===== config.mk =====
export PLATFORM = sky130hd
export DESIGN_NAME = multi_key_debouncer_with_events
export DESIGN_NICKNAME = d
export VERILOG_FILES = /design/src/mkdb_pkg.sv /design/src/mkdb_lane.sv /design/src/mkdb_merge.sv /design/src/multi_key_debouncer_with_events.sv
export SDC_FILE = /design/constraint.sdc
export NUM_CORES = 1
export LEC_CHECK = 0
export ABC_AREA = 1
export BUFFER_PORTS_ARGS = -buffer_cell sky130_fd_sc_hd__buf_2
export CORE_MARGIN = 5
export CORE_UTILIZATION = 65
export DETAILED_ROUTE_END_ITERATION = 16
export GPL_TIMING_DRIVEN = 0
export PLACE_DENSITY = 0.86
export SLEW_MARGIN = 15
export SYNTH_ARGS = -nofsm -noshare
export SYNTH_HDL_FRONTEND = slang
export SYNTH_SLANG_ARGS = --single-unit

===== constraint.sdc =====
create_clock -name clk -period 3.3 [get_ports clk]
set_clock_uncertainty 0.2 [all_clocks]
set_input_delay 0.33 -clock clk [delete_from_list [all_inputs] [get_ports clk]]
set_output_delay 0.33 -clock clk [all_outputs]
set_load 0.02 [all_outputs]

===== src/mkdb_pkg.sv =====
`timescale 1ns / 1ps

package mkdb_pkg;

  localparam int NUM_KEYS         = 4;
  localparam int EVENT_BIT_OFFSET = 12;

  localparam int KEY_W    = 4;
  localparam int TIMER_W  = 16;
  localparam int DATA_W   = 16;
  localparam int ACTION_W = 2;

  localparam logic [TIMER_W-1:0] DEBOUNCE_RESET = 16'd20;

  localparam logic [ACTION_W-1:0] ACT_TICK        = 2'd0;
  localparam logic [ACTION_W-1:0] ACT_READ_STATE  = 2'd1;
  localparam logic [ACTION_W-1:0] ACT_READ_EVENTS = 2'd2;

  typedef struct packed {
    logic               tick;
    logic               sample;
    logic               clr_event;
    logic [TIMER_W-1:0] reload;
  } lane_ctrl_t;

  typedef struct packed {
    logic stable;
    logic event_flag;
  } lane_stat_t;

endpackage


===== src/mkdb_lane.sv =====
`timescale 1ns / 1ps

module mkdb_lane (
  input  logic                clk,
  input  logic                rst_n,
  input  mkdb_pkg::lane_ctrl_t ctrl,
  output mkdb_pkg::lane_stat_t stat
);

  logic [mkdb_pkg::TIMER_W-1:0] timer_r;
  logic [mkdb_pkg::TIMER_W-1:0] timer_dec;
  logic                         raw_r;
  logic                         stable_r;
  logic                         event_r;

  assign timer_dec = (timer_r != '0) ? timer_r - 1'b1 : timer_r;

  always_ff @(posedge clk) begin
    if (!rst_n) begin
      timer_r  <= mkdb_pkg::DEBOUNCE_RESET;
      raw_r    <= 1'b1;
      stable_r <= 1'b0;
      event_r  <= 1'b0;
    end else if (ctrl.tick) begin
      if (ctrl.sample != raw_r) begin
        raw_r   <= ctrl.sample;
        timer_r <= ctrl.reload;
      end else begin
        timer_r <= timer_dec;
        if (timer_dec == {{(mkdb_pkg::TIMER_W-1){1'b0}}, 1'b1}) begin
          stable_r <= ~raw_r;
          if (!raw_r) begin
            event_r <= 1'b1;
          end
        end
      end
    end else if (ctrl.clr_event) begin
      event_r <= 1'b0;
    end
  end

  assign stat.stable     = stable_r;
  assign stat.event_flag = event_r;

endmodule


===== src/mkdb_merge.sv =====
`timescale 1ns / 1ps

module mkdb_merge (
  input  logic                            clk,
  input  logic                            rst_n,
  input  logic                            req_fire,
  input  logic [mkdb_pkg::ACTION_W-1:0]   req_action,
  input  logic [mkdb_pkg::DATA_W-1:0]     req_mask,
  input  logic [mkdb_pkg::NUM_KEYS-1:0]   stable_keys,
  input  logic [mkdb_pkg::NUM_KEYS-1:0]   event_keys,
  input  logic                            out_ready,
  output logic                            out_valid,
  output logic [mkdb_pkg::DATA_W-1:0]     out_read_data
);

  logic                          valid_r;
  logic                          valid_nxt;
  logic [mkdb_pkg::DATA_W-1:0]   data_r;
  logic [mkdb_pkg::DATA_W-1:0]   state_word;
  logic [mkdb_pkg::DATA_W-1:0]   event_word;
  logic [mkdb_pkg::DATA_W-1:0]   data_nxt;
  logic                          is_read;

  always_comb begin
    state_word = '0;
    event_word = '0;
    for (int i = 0; i < mkdb_pkg::NUM_KEYS; i++) begin
      state_word[i]                             = stable_keys[i];
      event_word[mkdb_pkg::EVENT_BIT_OFFSET + i] = event_keys[i];
    end
  end

  always_comb begin
    is_read  = 1'b0;
    data_nxt = '0;
    unique case (req_action)
      mkdb_pkg::ACT_READ_STATE: begin
        is_read  = 1'b1;
        data_nxt = state_word & req_mask;
      end
      mkdb_pkg::ACT_READ_EVENTS: begin
        is_read  = 1'b1;
        data_nxt = event_word & req_mask;
      end
      default: begin
        is_read  = 1'b0;
        data_nxt = '0;
      end
    endcase
  end

  always_comb begin
    valid_nxt = valid_r;
    if (req_fire && is_read) begin
      valid_nxt = 1'b1;
    end else if (out_ready) begin
      valid_nxt = 1'b0;
    end
  end

  always_ff @(posedge clk) begin
    if (!rst_n) begin
      valid_r <= 1'b0;
    end else begin
      valid_r <= valid_nxt;
    end
  end

  always_ff @(posedge clk) begin
    if (req_fire && is_read) begin
      data_r <= data_nxt;
    end
  end

  assign out_valid     = valid_r;
  assign out_read_data = data_r;

endmodule


===== src/multi_key_debouncer_with_events.sv =====
`timescale 1ns / 1ps
// channel  | ports                                      | direction
// in       | in_valid in_ready in_action in_raw_keys     | request in
//          | in_key_mask                                |
// out      | out_valid out_ready out_read_data          | result out
// cfg      | cfg_wr_en cfg_wr_data                      | register write
//
// one request per cycle while in_ready is high; a tick updates all key lanes in parallel in that cycle
// a read's result is registered and shown from the output register in the cycle after its acceptance
// a request is taken while the output register is empty or being drained
// reset restores all keys released, timers at the default reload and no events

module multi_key_debouncer_with_events (
  input  logic                          clk,
  input  logic                          rst_n,
  input  logic                          in_valid,
  output logic                          in_ready,
  input  logic [mkdb_pkg::ACTION_W-1:0] in_action,
  input  logic [mkdb_pkg::KEY_W-1:0]    in_raw_keys,
  input  logic [mkdb_pkg::DATA_W-1:0]   in_key_mask,
  output logic                          out_valid,
  input  logic                          out_ready,
  output logic [mkdb_pkg::DATA_W-1:0]   out_read_data,
  input  logic                          cfg_wr_en,
  input  logic [mkdb_pkg::TIMER_W-1:0]  cfg_wr_data
);

  logic [mkdb_pkg::TIMER_W-1:0]   debounce_ticks_r;
  logic                           in_fire;
  logic [mkdb_pkg::NUM_KEYS-1:0]  stable_keys;
  logic [mkdb_pkg::NUM_KEYS-1:0]  event_keys;
  mkdb_pkg::lane_ctrl_t           lane_ctrl [mkdb_pkg::NUM_KEYS];
  mkdb_pkg::lane_stat_t           lane_stat [mkdb_pkg::NUM_KEYS];

  assign in_ready = !out_valid || out_ready;
  assign in_fire  = in_valid && in_ready;

  always_ff @(posedge clk) begin
    if (!rst_n) begin
      debounce_ticks_r <= mkdb_pkg::DEBOUNCE_RESET;
    end else if (cfg_wr_en) begin
      debounce_ticks_r <= cfg_wr_data;
    end
  end

  for (genvar g = 0; g < mkdb_pkg::NUM_KEYS; g++) begin : g_lane
    assign lane_ctrl[g].tick      = in_fire && (in_action == mkdb_pkg::ACT_TICK);
    assign lane_ctrl[g].sample    = in_raw_keys[g];
    assign lane_ctrl[g].clr_event = in_fire && (in_action == mkdb_pkg::ACT_READ_EVENTS)
                                    && in_key_mask[mkdb_pkg::EVENT_BIT_OFFSET + g];
    assign lane_ctrl[g].reload    = debounce_ticks_r;

    mkdb_lane u_lane (
      .clk   (clk),
      .rst_n (rst_n),
      .ctrl  (lane_ctrl[g]),
      .stat  (lane_stat[g])
    );

    assign stable_keys[g] = lane_stat[g].stable;
    assign event_keys[g]  = lane_stat[g].event_flag;
  end

  mkdb_merge u_merge (
    .clk           (clk),
    .rst_n         (rst_n),
    .req_fire      (in_fire),
    .req_action    (in_action),
    .req_mask      (in_key_mask),
    .stable_keys   (stable_keys),
    .event_keys    (event_keys),
    .out_ready     (out_ready),
    .out_valid     (out_valid),
    .out_read_data (out_read_data)
  );

  a_read_gives_result: assert property (@(posedge clk) disable iff (!rst_n)
    in_fire && (in_action == mkdb_pkg::ACT_READ_STATE ||
                in_action == mkdb_pkg::ACT_READ_EVENTS) |=> out_valid)
    else $error("read request produced no result");

  a_tick_no_result: assert property (@(posedge clk) disable iff (!rst_n)
    in_fire && !out_valid && (in_action == mkdb_pkg::ACT_TICK) |=> !out_valid)
    else $error("tick produced a result");

  a_event_clear: assert property (@(posedge clk) disable iff (!rst_n)
    in_fire && (in_action == mkdb_pkg::ACT_READ_EVENTS) &&
    (in_key_mask[mkdb_pkg::EVENT_BIT_OFFSET +: mkdb_pkg::NUM_KEYS] == '1)
    |=> (event_keys == '0))
    else $error("event bits not cleared by full mask");

endmodule


# Word level (Yosys, flattened, before mapping)
# Cells that the tools add are included.
dict set report totals {
  word_cells 120
  regBits 109
  in_bits 43
}
dict set report classes {
  reduce_logical 33
  n_eq_ne 22
  add_sub_neg 4
  bitwise_logic 10
  mux 32
}
# operator n
set ops {}
lappend ops {{16-bit two-way mux} 8}
lappend ops {{16-bit by 1-bit equality test with 1-bit output (second input constant)} 4}
lappend ops {{16-bit nonzero test} 4}
lappend ops {{16-bit by 1-bit subtractor with 16-bit output (second input constant)} 4}
lappend ops {{16-bit case mux with 2 select lines} 1}
lappend ops {{1-bit two-way mux} 23}
lappend ops {{2-bit inequality test (second input constant)} 9}
lappend ops {{16-bit AND} 1}
lappend ops {{4-bit by 16-bit AND with 16-bit output} 1}
lappend ops {{4-bit AND reduction} 4}
lappend ops {{3-bit AND reduction} 4}
lappend ops {{2-bit nonzero test} 5}
lappend ops {{1-bit logical AND} 8}
lappend ops {{1-bit inverter} 8}
lappend ops {{2-bit AND reduction} 4}
lappend ops {{2-bit by 1-bit inequality test with 1-bit output (second input constant)} 3}
lappend ops {{1-bit inequality test} 4}
lappend ops {{2-bit by 1-bit equality test with 1-bit output (second input constant)} 1}
lappend ops {{2-bit equality test (second input constant)} 1}
lappend ops {{2-bit zero test} 1}
lappend ops {{2-bit OR reduction} 1}
lappend ops {{1-bit zero test} 1}
lappend ops {{1-bit logical OR} 1}

# Logic depth before layout (Yosys ltp)
# Gate-level depths: netlist of the first run.
dict set report depth {
  word_depth 7
  depth_mapped 14
  mapped_depth_nobuf 14
}

# Modules after synthesis
# Synthesis of the first run repeated with hierarchy kept, for this count alone.
dict set report hier_totals {
  hier_cells 1117
  hier_area_um2 6986.7
}
# module seq_area_each_um2 n_inst area_per_inst_um2 cells_per_inst
set modules_own_cells {}
lappend modules_own_cells {{mkdb_lane (g_lane[0].u_lane ...)} 380.4 3 1473.9 247}
lappend modules_own_cells {{mkdb_lane (g_lane[3].u_lane)} 380.4 1 1488.9 247}
lappend modules_own_cells {multi_key_debouncer_with_events 320.3 1 615.6 84}
lappend modules_own_cells {mkdb_merge 260.2 1 460.4 45}

# Least setup slack after synthesis of the first run
# OpenSTA, ideal clock, no wires.
dict set report synth_timing {
  path_type {reg-to-reg}
  start {reg g_lane[3].u_lane.timer_r[0] (netlist bit)}
  end {reg g_lane[3].u_lane.stable_r}
  t_arrival_ns 1.615
  path_buffers 0
  synth_period_minus_slack_ns 1.928
  stages_incl_launch_ff 11
  setup_slack_ns 1.372
  setup_time_ns 0.113
  required_ns 2.987
  cell_sequence {dfxtp_1 > inv_1 > ha_1 > nand2_1 > or3_1 > a21oi_1 > nor2_1 > nand4_1 > nand2_1 > nand2_1 > nor2_1}
}
dict set report synth_between {
  elab_chain_len 4
  word_cells_on_any_way 5
}
# item line
set synth_rtl {}
lappend synth_rtl {{start: declaration} mkdb_lane.sv:10} ;# logic [mkdb_pkg::TIMER_W-1:0] timer_r;
lappend synth_rtl {{start signal: assignment} mkdb_lane.sv:20} ;# timer_r <= mkdb_pkg::DEBOUNCE_RESET;
lappend synth_rtl {{start signal: assignment} mkdb_lane.sv:27} ;# timer_r <= ctrl.reload;
lappend synth_rtl {{start signal: assignment} mkdb_lane.sv:29} ;# timer_r <= timer_dec;
lappend synth_rtl {{16-bit by 1-bit subtractor with 16-bit output or 16-bit nonzero test (tied branches)} mkdb_lane.sv:16} ;# assign timer_dec = (timer_r != '0) ? timer_r - 1'b1 : timer_r;
lappend synth_rtl {{16-bit two-way mux (*)} mkdb_lane.sv:16}
lappend synth_rtl {{16-bit by 1-bit equality test with 1-bit output (*)} mkdb_lane.sv:30} ;# if (timer_dec == {{(mkdb_pkg::TIMER_W-1){1'b0}}, 1'b1}) begin
lappend synth_rtl {{3-bit AND reduction (no source line) (*)} n/a}
lappend synth_rtl {{end signal: assignment} mkdb_lane.sv:31} ;# stable_r <= ~raw_r;
lappend synth_rtl {{end: declaration} mkdb_lane.sv:13} ;# logic stable_r;
# Mark *: on every way between the ends. The rest lies on a longest branch, timed or not.
# A chain may end at the register's enable or synchronous reset.

# Worst setup path in the final report of the first run
dict set report layout_timing {
  start {reg u_merge.valid_r, in the netlist u_merge.out_valid}
  end {reg g_lane[2].u_lane.timer_r[4] (netlist bit)}
}
dict set report layout_between {
  elab_chain_len 4
}
# item line
set layout_rtl {}
lappend layout_rtl {{start: declaration} mkdb_merge.sv:16} ;# logic valid_r;
lappend layout_rtl {{start signal: assignment} mkdb_merge.sv:65} ;# valid_r <= valid_nxt;
lappend layout_rtl {{1-bit zero test} multi_key_debouncer_with_events.sv:35} ;# assign in_ready = !out_valid || out_ready;
lappend layout_rtl {{1-bit logical OR} multi_key_debouncer_with_events.sv:35}
lappend layout_rtl {{1-bit logical AND} multi_key_debouncer_with_events.sv:36} ;# assign in_fire = in_valid && in_ready;
lappend layout_rtl {{1-bit logical AND} multi_key_debouncer_with_events.sv:47} ;# assign lane_ctrl[g].tick = in_fire && (in_action == mkdb_pkg::ACT_TICK);
lappend layout_rtl {{end signal: assignment} mkdb_lane.sv:20}
lappend layout_rtl {{end signal: assignment} mkdb_lane.sv:27}
lappend layout_rtl {{end signal: assignment} mkdb_lane.sv:29}
lappend layout_rtl {{end: declaration} mkdb_lane.sv:10}
# Every way passes these cells.

==> results of run 1 <==
==> cell usage after synthesis (7+ instances only) <==
cell type / count / area share (%)
nand3b_1: 9 / 1.0
xor2_1: 29 / 3.9
buf_4: 8 / 0.92
nand3_1: 57 / 4.4
edfxtp_1: 8 / 3.7
a22oi_1: 15 / 1.7
clkbuf_1: 28 / 1.6
a221oi_1: 10 / 1.3
dfxtp_1: 93 / 29
nor2_2: 16 / 1.5
o21ai_0: 62 / 4.8
nand2_1: 248 / 14
inv_2: 7 / 0.40
ha_1: 15 / 2.9
nor2_1: 142 / 8.2
o21ai_1: 7 / 0.54
inv_1: 76 / 4.4
nand2_2: 10 / 0.96
a21oi_1: 101 / 7.7
==> flip-flops by register name, indices dropped and copies added, names as in the netlist, named ones only <==
signal                  cells
debounce_ticks_r           16
g_lane.u_lane.event_r       4
g_lane.u_lane.raw_r         4
g_lane.u_lane.stable_r      4
g_lane.u_lane.timer_r      60
u_merge.out_read_data       8
u_merge.out_valid           1
==> cell usage in the layout, fill, tap and decap left out, drive strengths merged <==
cell type / count
nor3: 7
o311ai: 1
o211ai: 3
clkbuf: 41
xnor2: 3
a221oi: 10
nand3: 62
or3: 1
xor2: 29
inv: 84
buf: 61
conb: 8
clkinv: 1
diode: 1
edfxtp: 8
clkinvlp: 1
a211oi: 6
nand4: 5
dlygate4sd3: 17
nand2: 258
dfxtp: 93
o31ai: 1
o21ai: 71
a21oi: 105
nor2: 164
nor3b: 1
ha: 15
a22oi: 15
nand3b: 9
==> kinds of logic (layout without fill, tap and decap cells) <==
| logic type | after synthesis | after routing | synth area share [%] |
|---|---|---|---|
| adders and majority gates | 15 | 15 | 2.87 |
| and+or+nand+nor | 507 | 507 | 34.0 |
| xor gates and xnor gates | 32 | 32 | 4.29 |
| other | 1 | 9 | 0.0574 |
| AOI/OAI and AO/OA | 212 | 212 | 18.2 |
| DFF | 101 | 101 | 32.2 |
| buffers and inverters | 129 | 205 | 8.43 |
==> final cells by class <==
class | count | area [µm²] | area share [%]
Inverter | 83 | 312 | 4.26
Sequential cell | 101 | 2100 | 28.7
Timing Repair Buffer | 60 | 385 | 5.27
Multi-Input combinational cell | 774 | 3900 | 53.4
Clock buffer | 13 | 180 | 2.46
Tap cell | 133 | 166 | 2.28
Clock inverter | 3 | 25.0 | 0.342
Antenna cell | 1 | 2.50 | 0.0342
Buffer | 46 | 239 | 3.27
==> what timing repair did <==
action,in CTS,in global routing
endpoints found under the setup margin,0,0
hold buffers,17,0
endpoints found under the hold margin,17,0
==> worst min-delay path, delay by kind of cell <==
family	cells	cell delay [ns]
buf+inv	1	0.10
simple gates	2	0.13
==> where the power goes <==
group | switching [W] | internal (W)
logic | 0.000346 | 0.000181
registers | 0.0000768 | 0.00129
clock network | 0.000437 | 0.000367
total | 0.000860 | 0.00183
==> worst max-delay path by stage <==
stage	startpoint	end	slack, ns	cells past startpoint
global route	g_lane[3].u_lane.timer_r[0]	g_lane[3].u_lane.stable_r	0.71	12
finish	u_merge.out_valid	g_lane[2].u_lane.timer_r[4]	0.85	8
floorplan	g_lane[3].u_lane.timer_r[0]	g_lane[3].u_lane.stable_r	1.37	10
global placement	in_action[0]	g_lane[0].u_lane.timer_r[12]	0.85	9
detailed placement	in_action[0]	g_lane[1].u_lane.timer_r[3]	0.82	9
CTS	g_lane[3].u_lane.timer_r[0]	g_lane[3].u_lane.stable_r	0.95	12
==> metal layers <==
layer  share of wire [%]  vias to the layer above  GRT usage [%]
met2                  47                      361           56.8
met3                 8.7                       82           5.30
li1                    -                     3415              -
met5                   0                        -              0
met1                  40                     3161           42.8
met4                 4.4                        0           14.2
==> stage by stage <==
| step | std cells | worst slack (ns) | area, µm² | util (%) |
|---|---|---|---|---|
| global route | 1213 | 0.706 | 7310 | 74.8 |
| global placement | 1180 | 0.855 | 6940 | 71.0 |
| floorplan | 1004 | 1.37 | 6560 | - |
| detailed placement | 1180 | 0.821 | 6940 | 71.0 |
| CTS | 1213 | 0.947 | 7310 | 74.8 |
| finish | 1214 | 0.852 | 7310 | 74.8 |
==> reports/metrics.yaml, run 1 <==
hold_depth: 3
synth_edf_count: 8
dp_hpwl_um: 15000
synthArstFlopShare_pct: 0
endpoint_kind: "register"
ctsHtreeMaxLevel: 3
cp_cell_sequence: "a21oi_1, nand2_1, inv_1, clkbuf_1, o21ai_0, a21oi_1, nor2_1, o21ai_1"
yosysSeqAreaShare_pct: 32.2
leakage_nw: 3.20
crit_type: "register to register"
antenna_found_initial: 0
drt_iter0_drc: 668
setup_viol: 0
layout-drive-gt1-share_pct: 11.9
cp_max_fo: 10
cts-resized-gates: 0
report.final.slew_viol_count: 0
ys_seq_elements: 101
yosys.cell_types.count: 39
r2r-start: "u_merge.out_valid"
worst_ep_required_time_ns: 3.40
fin_nets: 1133
worstHoldEndpoint: "debounce_ticks_r[13]"
hp-class: "primary input to register"
drv_cap: 0
vdd_drop_max_mv: 0.338
relSlewSlack_pct: 55.0
min_period_ns: 2.45
path_common_cell: "a21oi_1"
clk_latency_ns: 0.38
clockRootBuffer: "clkbuf_8"
r2r_setup_slack_ns: 0.85
cts.clk_slew.worst_paths_ns: 0.10
crit_slowest_cell: "clkbuf_1"
port_buffers: 43
place_congestion: 0.994
area_growth_pct: 12.0
wl_per_cell_um: 16.7
yosysWarnings: 0
synth-main-ff-cell: "dfxtp_1"
clock_path_buffers: 2
cts_buffers: 9
drc: 0
hold_viol_final: 0
max_stage_delay_ns: 0.42
maxClockFrequency_mhz: 409
rsz0062_at_grt: "false"
hold_path_startpoint: "cfg_wr_data[13]"
dr.pass1.iters: 8
min_period_over_period_pct: 74.2
die_h_um: 110
reg2reg_depth: 8
core_area_mm2: 0.00977
viasPerCell: 5.78
syn_inst: 997
overflow: 0
whs_ns: 0.0225
track_usage_pct: 33.7
critPathArrivalTime_ns: 2.55
fin_tns_setup_ns: 0
start_util_pct: 66.8
vias: 7019
grt_max_degree: 17
die_area_mm2: 0.0121
cts_sinks: 101
finalWirelength_um: 20200
critical-path-top-delay-family: "buffers and inverters"
num_rows: 36
grt_pass1_wl_um: 31200
worst-path-buf-inv: 2
io_pins: 61
worst_pin_slew_ns: 0.675
total_power_w: 0.00269
cts_tree: "yes"
p_per_area_mw_per_mm2: 368
fillCellCount: 868
status: "complete, no violations"
r2r_end: "g_lane[2].u_lane.timer_r[4]"
post-cts-setup-buffers: 0
synth_area_mm2: 0.00653
grt_pass1_vias: 6243
syn_area_per_cell_um2: 6.55
fp.dieW_um: 110
ant_nets: 0
cp-start-kind: "register"
Power figures use the tool's default switching activity.
==> inputs of run 2 (changes only) <==
- CORE_UTILIZATION: 65 -> 55
- PLACE_DENSITY: 0.86 -> 0.78
- clock period: 3.3 -> 2 ns (I/O delays scaled with it)
==> run 2 against run 1 <==
Net effect:
- die area rose by 16%
- highest routed layer unchanged
- routed wire length rose by 10%
- non-clock buffer count rose by 55
- cell count rose by 5.3%
- critical endpoint is now g_lane[3].u_lane.stable_r
- the run now ends with negative setup slack left
- first-iteration DRC count rose by 25%
- worst setup slack got worse by 0.99 ns
==> reports/metrics.yaml, run 2 (synthesis gave the netlist of run 1 again) <==
status: "complete, but fails checks"  # was complete, no violations
violations: "negative setup slack"
crit_slowest_cell: "dfxtp_4"  # was clkbuf_1
comb_power_share_pct: 21.2  # was 19.6%
min_period_ns: 2.13  # was 2.45 ns
die_area_mm2: 0.0141  # was 0.0121 mm²
rsz0062_at_grt: "true"  # was false
pwr-share-clk_pct: 35.0  # was 29.9%
drc: 0  # unchanged
worst-path-buf-inv: 2  # unchanged
overflow: 0  # unchanged
grt_pass1_wl_um: 34500  # was 31,200 µm
highest_layer: "met4"  # unchanged
clockRootBuffer: "clkbuf_16"  # was clkbuf_8
report.final.slew_viol_count: 0  # unchanged
grt_max_degree: 17  # unchanged
clock_path_buffers: 2  # unchanged
place_congestion: 0.975  # was 0.994
hp-class: "primary input to register"  # unchanged
endpoint_kind: "register"  # unchanged
dp.cells: 1190  # was 1,180
start_util_pct: 56.7  # was 66.8%
cp-start-kind: "register"  # unchanged
area_growth_pct: 30.5  # was 12.0%
ant_nets: 0  # unchanged
dp_hpwl_um: 15000  # about the same
internal_power_w: 0.00355  # was 0.00183 W
vdd_drop_max_mv: 0.768  # was 0.338 mV
finalWirelength_um: 22300  # was 20,200 µm
cts_tree: "yes"  # unchanged
num_rows: 39  # was 36
dr.pass1.iters: 6  # was 8
hold_viol_final: 0  # unchanged
n_antenna_cell: 0  # was 1
layoutNonFillerInstCount: 1278  # was 1,214
layout_commonest_cell: "nand2_1"  # unchanged
dr_wl_met3_um: 1900  # was 1760 µm
clk_latency_ns: 0.36  # was 0.38 ns
ctsHtreeMaxLevel: 3  # unchanged
p_per_area_mw_per_mm2: 606  # was 368 mW/mm²
total_power_w: 0.00516  # was 0.00269 W
vias: 7412  # was 7,019
grt_pass1_vias: 6868  # was 6,243
worst_pin_slew_ns: 0.805  # was 0.675 ns
layout-drive-gt1-share_pct: 28.9  # was 11.9%
max_stage_delay_ns: 0.37  # was 0.42 ns
wl_met1_um: 8890  # was 8130 µm
core_area_mm2: 0.0115  # was 0.00977 mm²
critical-path-top-delay-family: "simple AND/OR/NAND/NOR gates"  # was buffers and inverters
drt_iter0_drc: 832  # was 668
crit_type: "register to register"  # unchanged
switching_share_pct: 31.4  # was 31.9%
die_h_um: 119  # was 110 µm
antenna_found_initial: 0  # unchanged
drv_cap: 0  # unchanged
regMostFlops: "g_lane.u_lane.timer_r"  # unchanged
r2r_setup_slack_ns: -0.13  # was 0.85 ns
leakage_nw: 3.65  # was 3.20 nW
maxClockFrequency_mhz: 468  # was 409 MHz
cts_sinks: 101  # unchanged
fin_ws_ns: -0.135  # was 0.852 ns
pwr-share-seq_pct: 43.8  # was 50.6%
viasPerCell: 5.80  # was 5.78
relSlewSlack_pct: 46.4  # was 55.0%
worst_ep_required_time_ns: 2.10  # was 3.40 ns
cts.clk_slew.worst_paths_ns: 0.07  # was 0.10 ns
cp_max_fo: 6  # was 10
io_pins: 61  # unchanged
port_buffers: 43  # unchanged
largest_reg_flops: 60  # unchanged
dr_wl_met2_um: 10700  # was 9460 µm
final_cell_mix: "nand2_1, nor2_1, a21oi_1"  # unchanged
min_period_over_period_pct: 107  # was 74.2%
fp.dieW_um: 119  # was 110 µm
cp_cell_sequence: "nor2_4, nand2_2, nor2_4, nand2_4, buf_4, inv_4, a21oi_1, nor2_1, nand4_1, nand2_1, nand2_1, nor2_1"  # was a21oi_1, nand2_1, inv_1, clkbuf_1, o21ai_0, a21oi_1, nor2_1, o21ai_1
setup_viol: 6  # was 0
power_switching_w: 0.00162  # was 0.000860 W
cts_buffers: 9  # unchanged
fin_nets: 1188  # was 1,133
critPathArrivalTime_ns: 2.24  # was 2.55 ns
wl_per_cell_um: 17.5  # was 16.7 µm
track_usage_pct: 30.3  # was 33.7%
-- run 2: cell types whose count changed in the layout (fill, tap and decap cells not counted), sizes merged --
cell | before | now
clkinv | 1 | 2
dlygate4sd3 | 17 | 29
buf | 61 | 106
diode | 1 | 0
clkbuf | 41 | 36
bufinv | 0 | 1
clkinvlp | 1 | 2
-- run 2: worst reg2reg max path, delay by kind of cell, from the launching register on --
kind                   cells  cell delay, ns
AOI/OAI and AO/OA          1            0.06
buffers and inverters      2            0.22
DFF                        1            0.37
and+or+nand+nor            9            1.23
-- run 2: what timing repair did --
action | 4_1_cts | 5_1_grt
setup buffers | 24 | 19
endpoints found under the hold margin | 33 | 0
pin swaps | 23 | 60
cloned | 0 | 0
hold buffers | 29 | 0
endpoints found under the setup margin | 70 | 69
resized for setup | 77 | 152
-- run 2: worst paths after layout --
| path | cells past startpoint | from | to |
|---|---|---|---|
| worst max-delay path | 12 | g_lane[3].u_lane.timer_r[2] | g_lane[3].u_lane.stable_r |
| worst min-delay path | 3 | cfg_wr_en | debounce_ticks_r[10] |
| worst max register to register | 12 | g_lane[3].u_lane.timer_r[2] | g_lane[3].u_lane.stable_r |
| worst min register to register | 2 | g_lane[3].u_lane.event_r | g_lane[3].u_lane.event_r |
-- run 2: metrics by stage --
step	instance area, µm²	util [%]	setup TNS, ns	setup slack [ns]	hold WS (ns)
floorplan	6560	-	0	0.0715	0.113
global placement	6950	60.3	-21.26	-0.447	0.213
detailed placement	6950	60.3	-21.42	-0.459	0.218
CTS	7920	68.8	-0.125	-0.0742	0.00820
global route	8520	74.0	-2.23	-0.291	0.0360
finish	8520	74.0	-0.401	-0.135	0.0150
-- run 2: power groups by stage --
stage,combinational (W),clock [W],sequential (W)
after floorplan,0.000602,0,0.00224
after global placement,0.000814,0,0.00228
after detailed placement,0.000822,0,0.00228
after CTS,0.000932,0.00182,0.00224
after global routing,0.00120,0.00191,0.00227
final,0.00109,0.00181,0.00226
-- run 2: cell type report --
class | instances | area [µm²]
Multi-Input combinational cell | 774 | 4430
Fill cell | 900 | 2990
Sequential cell | 101 | 2160
Timing Repair Buffer | 115 | 852
Inverter | 83 | 335
Buffer | 46 | 268
Clock buffer | 10 | 239
Tap cell | 143 | 179
Clock inverter | 6 | 60.1
-- run 2: routing by layer --
metal / global-route usage [%] / vias up
met1: 38.2 / 3413
li1: - / 3527
met4: 12.0 / 0
met2: 50.9 / 382
met5: 0 / -
met3: 6.30 / 90
